**src/hdl/mlpd_pkg.sv**
```systemverilog
// ----------------------------------------------------------------------------
// mlpd_pkg
// Shared constants and types for the multi-level long-press detector.
// ----------------------------------------------------------------------------
package mlpd_pkg;

    // Default number of press thresholds (legal range 1..5)
    localparam int MLPD_MAX_LEVELS = 5;

    // Field widths
    localparam int LVL_W      = 3;
    localparam int CNT_W      = 32;
    localparam int CFG_IDX_W  = 3;
    localparam int CFG_DATA_W = 32;
    localparam int S_DATA_W   = 8;
    localparam int M_DATA_W   = 40;

    // Saturation value of the elapsed counter
    localparam logic [CNT_W-1:0] CNT_MAX = '1;

    // Request kinds carried on s_tuser
    typedef enum logic
    {
        OP_TICK  = 1'b0,
        OP_CLEAR = 1'b1
    } opcode_t;

    // Configuration register indexes
    localparam logic [CFG_IDX_W-1:0] CFG_ACTIVE_LEVEL = 3'd0;
    localparam logic [CFG_IDX_W-1:0] CFG_NUM_LEVELS   = 3'd1;
    localparam logic [CFG_IDX_W-1:0] CFG_THRESHOLD_1  = 3'd2;

    // One result request
    typedef struct packed
    {
        logic             level_up;
        logic             max_reached;
        logic             is_pressed;
        logic [CNT_W-1:0] held_ms;
        logic [LVL_W-1:0] press_level;
        logic             bounce_dropped;
        logic             long_release;
    } result_t;

endpackage

```
**src/hdl/multi_level_long_press_detector_core.sv**
```systemverilog
// ----------------------------------------------------------------------------
// multi_level_long_press_detector_core
// Times button presses on millisecond ticks and grades them into levels.
// ----------------------------------------------------------------------------
// Usage:
//   Slave channel (s_*): one request per millisecond tick. s_tuser selects
//   a tick carrying the pin sample in s_tdata[0], or a clear command that
//   zeroes the press level, elapsed count and max flag.
//   Master channel (m_*): exactly one result per request, in order.
//   Config channel (cfg_*): register writes, always ready; write only
//   while the block is idle. Index 0 active level, 1 level count,
//   2..6 thresholds 1..5 in ms.
// Result: a result shows on m_* in the cycle after its request is taken.
// Throughput: one request per cycle while m_tready is high. The whole update (counter step,
//   parallel threshold compares, level select) sits between the accepting
//   edge and the single result register.
// Reset: pin history is the inactive level (1), no press is timed, level,
//   count and max flag are zero; registers take their reset values.
// Stall: while m_tready is low and a result is held, the result register holds
//   and s_tready drops, so no request is taken until the result is drained.
// ----------------------------------------------------------------------------
module multi_level_long_press_detector_core
    import mlpd_pkg::*;
#(
    parameter int MAX_LEVELS = MLPD_MAX_LEVELS
)
(
    input  logic                  clk,
    input  logic                  rst_n,
    // request stream
    input  logic                  s_tvalid,
    output logic                  s_tready,
    input  logic [S_DATA_W-1:0]   s_tdata,   // [0] pin_level, [7:1] zero
    input  logic                  s_tuser,   // [0] opcode
    // result stream
    output logic                  m_tvalid,
    input  logic                  m_tready,
    output logic [M_DATA_W-1:0]   m_tdata,   // [0] long_release,
                                             // [1] bounce_dropped,
                                             // [4:2] press_level,
                                             // [36:5] held_ms,
                                             // [37] is_pressed,
                                             // [38] max_reached,
                                             // [39] level_up
    // configuration writes
    input  logic                  cfg_valid,
    output logic                  cfg_ready,
    input  logic [CFG_IDX_W-1:0]  cfg_index,
    input  logic [CFG_DATA_W-1:0] cfg_data
);

    localparam logic [LVL_W-1:0] MAX_LVL = LVL_W'(MAX_LEVELS);

    // Configuration registers
    logic                        active_level_reg;
    logic [LVL_W-1:0]            num_levels_reg;
    logic [MAX_LEVELS-1:0][CNT_W-1:0] thr_reg;

    // Press state
    logic                        last_pin_reg;
    logic                        timing_reg;
    logic [CNT_W-1:0]            elapsed_reg;
    logic [LVL_W-1:0]            level_reg;
    logic                        max_reg;

    logic                        last_pin_next;
    logic                        timing_next;
    logic [CNT_W-1:0]            elapsed_next;
    logic [LVL_W-1:0]            level_next;
    logic                        max_next;

    // Result register
    logic                        m_valid_reg;
    result_t                     result_reg;
    result_t                     result_next;

    logic                        accept;
    logic                        pin;
    logic                        pin_active;
    logic                        started;
    logic                        released;
    logic                        run;
    logic [CNT_W-1:0]            cnt_inc;
    logic [CNT_W-1:0]            cnt_run;
    logic [LVL_W-1:0]            n_use;
    logic [LVL_W-1:0]            lvl_hit;

    assign cfg_ready = 1'b1;
    assign s_tready  = !m_valid_reg || m_tready;
    assign accept    = s_tvalid && s_tready;
    assign m_tvalid  = m_valid_reg;
    assign m_tdata   = result_reg;

    assign pin        = s_tdata[0];
    assign pin_active = (pin == active_level_reg);

    // Levels in use, clamped to 1..MAX_LEVELS
    always_comb
    begin
        if (num_levels_reg == '0)
            n_use = LVL_W'(1);
        else if (num_levels_reg > MAX_LVL)
            n_use = MAX_LVL;
        else
            n_use = num_levels_reg;
    end

    // Press edge detection and counter step
    assign started  = (pin != last_pin_reg) && pin_active;
    assign released = (pin != last_pin_reg) && !pin_active && timing_reg;
    assign cnt_inc  = (elapsed_reg == CNT_MAX) ? elapsed_reg : elapsed_reg + CNT_W'(1);
    assign cnt_run  = started ? '0 : cnt_inc;
    assign run      = !released && (timing_reg || started) && pin_active;

    // Highest threshold reached, compares in parallel
    always_comb
    begin
        lvl_hit = '0;
        for (int i = 0; i < MAX_LEVELS; i++)
        begin
            if ((LVL_W'(i) < n_use) && (cnt_run >= thr_reg[i]))
                lvl_hit = LVL_W'(i + 1);
        end
    end

    // Next state and result
    always_comb
    begin
        last_pin_next = last_pin_reg;
        timing_next   = timing_reg;
        elapsed_next  = elapsed_reg;
        level_next    = level_reg;
        max_next      = max_reg;
        result_next   = '0;

        if (opcode_t'(s_tuser) == OP_CLEAR)
        begin
            level_next   = '0;
            elapsed_next = '0;
            max_next     = 1'b0;
        end
        else
        begin
            last_pin_next = pin;
            if (started)
                timing_next = 1'b1;
            else if (released)
            begin
                timing_next  = 1'b0;
                elapsed_next = cnt_inc;
                if (cnt_inc > thr_reg[0])
                    result_next.long_release = 1'b1;
                else
                begin
                    result_next.bounce_dropped = 1'b1;
                    level_next   = '0;
                    elapsed_next = '0;
                    max_next     = 1'b0;
                end
            end

            if (run)
            begin
                elapsed_next = cnt_run;
                if (lvl_hit > level_reg)
                begin
                    level_next           = lvl_hit;
                    result_next.level_up = 1'b1;
                end
                if (level_next == n_use)
                    max_next = 1'b1;
            end
        end

        result_next.press_level = level_next;
        result_next.held_ms     = elapsed_next;
        result_next.is_pressed  = timing_next && (last_pin_next == active_level_reg);
        result_next.max_reached = max_next;
    end

    // Configuration registers
    always_ff @(posedge clk or negedge rst_n)
    begin
        if (!rst_n)
        begin
            active_level_reg <= 1'b0;
            num_levels_reg   <= LVL_W'(1);
            thr_reg          <= '0;
        end
        else if (cfg_valid && cfg_ready)
        begin
            if (cfg_index == CFG_ACTIVE_LEVEL)
                active_level_reg <= cfg_data[0];
            if (cfg_index == CFG_NUM_LEVELS)
                num_levels_reg <= cfg_data[LVL_W-1:0];
            for (int i = 0; i < MAX_LEVELS; i++)
            begin
                if (cfg_index == CFG_THRESHOLD_1 + CFG_IDX_W'(i))
                    thr_reg[i] <= cfg_data[CNT_W-1:0];
            end
        end
    end

    // Press state and result register
    always_ff @(posedge clk or negedge rst_n)
    begin
        if (!rst_n)
        begin
            last_pin_reg <= 1'b1;
            timing_reg   <= 1'b0;
            elapsed_reg  <= '0;
            level_reg    <= '0;
            max_reg      <= 1'b0;
            m_valid_reg  <= 1'b0;
        end
        else
        begin
            if (accept)
            begin
                last_pin_reg <= last_pin_next;
                timing_reg   <= timing_next;
                elapsed_reg  <= elapsed_next;
                level_reg    <= level_next;
                max_reg      <= max_next;
                m_valid_reg  <= 1'b1;
            end
            else if (m_tready)
                m_valid_reg <= 1'b0;
        end
    end

    // Result payload, no reset needed
    always_ff @(posedge clk)
    begin
        if (accept)
            result_reg <= result_next;
    end

endmodule

```
**config.mk**
```make
export PLATFORM = sky130hd
export DESIGN_NAME = multi_level_long_press_detector_core
export DESIGN_NICKNAME = d
export VERILOG_FILES = /design/src/hdl/mlpd_pkg.sv /design/src/hdl/multi_level_long_press_detector_core.sv
export SDC_FILE = /design/constraint.sdc
export NUM_CORES = 1
export LEC_CHECK = 0
export ABC_AREA = 1
export CORE_MARGIN = 4
export CORE_UTILIZATION = 50
export CTS_BUF_LIST = sky130_fd_sc_hd__clkbuf_8
export CTS_CLUSTER_DIAMETER = 150
export CTS_CLUSTER_SIZE = 20
export DETAILED_ROUTE_END_ITERATION = 10
export DONT_BUFFER_PORTS = 1
export SLEW_MARGIN = 20
export SYNTH_ARGS = -nofsm -noshare
export SYNTH_HDL_FRONTEND = slang
export SYNTH_SLANG_ARGS = --single-unit
```
**constraint.sdc**
```tcl
create_clock -name clk -period 6.25 [get_ports clk]
set_clock_uncertainty 0.05 [all_clocks]
set_input_delay 0.3125 -clock clk [delete_from_list [all_inputs] [get_ports clk]]
set_output_delay 0.3125 -clock clk [all_outputs]
set_load 0.01 [all_outputs]
```
==> reports/metrics.cfg <==
[status]
status=completed

[global_route]
grt_pass1_wl_mm=63.3
antenna_found_initial=0
grt_max_degree=204
grt_usage=0.231
grt_pass1_vias=12246
grt_overflow=0

[timing]
slew_viol_final=0
hold_viol_final=0
worstMarginPinSlew_ns=0.809
fmax_ghz=0.172
finalCritPeriodShare=0.928
finalWorstSetupSlack_ns=0.450
timing.hold.ws_ns=0.0221
relSlewSlack=0.459
post-route-min-period_ns=5.80
setup-violations-final=0

[worst_setup_path]
end_kind=register
startpoint_type=register
slowest_delay_ns=0.43
cpMostUsedCell=nand2_1
critPathRequiredTime_ns=6.66
slowest_stage=dfrtp_1
worst-setup-path-type=reg -> reg
cp_data_arrival_time_ns=6.20
worstRegToRegCells=45
worst-path-max-fanout=5

[pwr]
peakVddDrop_mv=0.240
p_sw_frac=0.423
intPower_mw=3.12
switchingPower_mw=2.29
p_comb_frac=0.460
powerDensity_nw_per_um2=323
sequentialPowerShare=0.396
finalPower_mw=5.41
clock_power_share=0.144
leakage_nw=8.54

[clock_tree]
clock-sinks=243
cts_tree=yes
numCtsBuffers=16
cts_root_buf=clkbuf_8
path_clk_slew_ns=0.14
cts_buffer_depth=3
cts_htree_levels=1
clk_latency_ns=0.56

[synth]
syn_inst=1928
yosysWarnings=0
synth_area_sq_um=15500
synth_cell_type_count=51
synth-edff-count=40
yosys.area_share.xor_xnor=0.0135
yosys.area_share.adder=0.149
synth_top_family_by_area=simple AND/OR/NAND/NOR gates
synth_nets=2161
synth_seq_cells=243
avgSynthCellArea_sq_um=8.04
yosys-mux-area-fraction=0
yosys.area_share.simple=0.190
synth_compound_area_frac=0.146
synth_flop_cell=dfrtp_1
async_reset_ff_frac=0.835
ys_seq_area_frac=0.405

[drt]
wl_per_cell_um=16.7
drt_first_pass_iters=6
wl_mm=39.4
drcViolationCount=0
vias=12750
via_per_inst=5.42
antenna_left=0
drt_iter0_drc=853

[placement]
place_worst_setup_slack_ns=0.237
place_congestion=0.868
io_buffers=0
placed_cell_area_sq_um=16000
hpwlAfterDp_mm=28.7

[floorplanning]
rows=64
initial_core_util=0.507
io_pins=92
die_h_um=184
core_sq_um=30600
dieArea_sq_um=33900
die_w_um=184

[cells_and_area]
drive_gt1_frac=0.0629
largest_reg_flops=160
antenna_cells=0
areaGrowthSynthToFinish_pct=7.98
fin_nets=2186
postLayoutCellArea_sq_um=16700
fin_util=0.547

[run]
max-cap-violations=0

[min_path]
holdCritPathClass=in -> reg
whs_path_depth=2

==> routing by layer <==
layer  part of all wire  vias up  wire, um  global-route usage
met1               0.49     6055     19400               0.341
met5                  0        -         0                   0
li1                   -     6385         -                   -
met2               0.45      267     17800               0.371
met3              0.037       43      1470              0.0216
met4              0.019        0       760              0.0491
==> cells in the final DEF, fill, tap and decap left out, drive strengths merged, types with 4 or more instances in the layout <==
cell,synthesis,routed
nand4,32,32
o21ai,238,238
o21a,4,4
edfxtp,40,40
xor2,20,20
inv,327,331
ha,184,184
o221ai,29,29
nand3,48,48
o221a,9,9
dlygate4sd3,0,29
dfrtp,201,201
clkbuf,45,16
nor3,27,27
o21bai,4,4
nand2,448,448
nor4,6,6
a21oi,63,63
buf,14,37
a21o,10,10
nor2,130,130
a211oi,22,22
==> cell usage after synthesis, drive strengths merged (27+ instances only) <==
library cell,count,share of area
nand4,32,0.014
clkbuf,45,0.011
ha,184,0.15
dfrtp,201,0.32
nor3,27,0.0094
o21ai,238,0.077
o221ai,29,0.016
nor2,130,0.035
nand2,448,0.11
a21oi,63,0.021
nand3,48,0.016
inv,327,0.079
edfxtp,40,0.078
==> worst max-delay path: cells and delay by family (launching register included) <==
kind / cells / cell delay [ns]
DFF: 1 / 0.43
and+or+nand+nor: 33 / 3.27
adders and majority gates: 3 / 0.76
AOI/OAI and AO/OA: 2 / 0.27
buffers and inverters: 6 / 0.80
xor gates and xnor gates: 1 / 0.10
==> per-stage QoR <==
stage | TNS, ns | instances
2_1_floorplan | 0 | 1928
3_3_place_gp | 0 | 2294
3_5_place_dp | 0 | 2294
4_1_cts | 0 | 2347
5_1_grt | -0.0564 | 2353
6_report | 0 | 2353
==> power by group through the flow <==
| stage | registers [mW] | clock network, mW | logic, mW |
|---|---|---|---|
| 2_1_floorplan | 2.12 | 0 | 1.76 |
| 3_3_place_gp | 2.17 | 0 | 2.30 |
| 3_5_place_dp | 2.17 | 0 | 2.38 |
| 4_1_cts | 2.14 | 0.813 | 2.44 |
| 5_1_grt | 2.18 | 0.865 | 2.88 |
| 6_report | 2.14 | 0.778 | 2.49 |
==> layout make-up <==
class,instances,area [sq um]
inverters,329,1240
fillers,2908,13900
clock inverters,6,43.8
well taps,396,495
multi-input cells,1297,7830
flip-flops and latches,243,6280
repair buffers,66,621
clock buffers,16,220
==> path summary, 6_finish.rpt <==
path / end / slack, ns / startpoint
max in group asynchronous: thr_reg[94]$_DFFE_PN0P_ / 4.87 / rst_n
setup reg to reg: max_reg$_DFFE_PN0P_ / 0.45 / elapsed_reg[0]$_DFFE_PN0P_
setup / recovery: max_reg$_DFFE_PN0P_ / 0.45 / elapsed_reg[0]$_DFFE_PN0P_
hold reg to reg: thr_reg[108]$_DFFE_PN0P_ / 0.44 / thr_reg[108]$_DFFE_PN0P_
min in group asynchronous: elapsed_reg[17]$_DFFE_PN0P_ / 0.25 / rst_n
hold / removal: thr_reg[31]$_DFFE_PN0P_ / 0.02 / cfg_data[31]
==> cells by family after synthesis <==
logic type,after synthesis
adder cells (fa/ha/maj),184
other,1
buffers and inverters,388
flip-flops,243
AND/OR/NAND/NOR,698
XOR/XNOR,23
AO/OA/AOI/OAI,391
==> timing repair <==
| action | CTS | global route |
|---|---|---|
| hold buffers | 31 | 0 |
| resized for setup | 0 | 14 |
| buffers inserted | 0 | 5 |
| hold endpoints to repair | 383 | 0 |
| endpoints found under the setup margin | 0 | 8 |
Power figures use the tool's default switching activity.
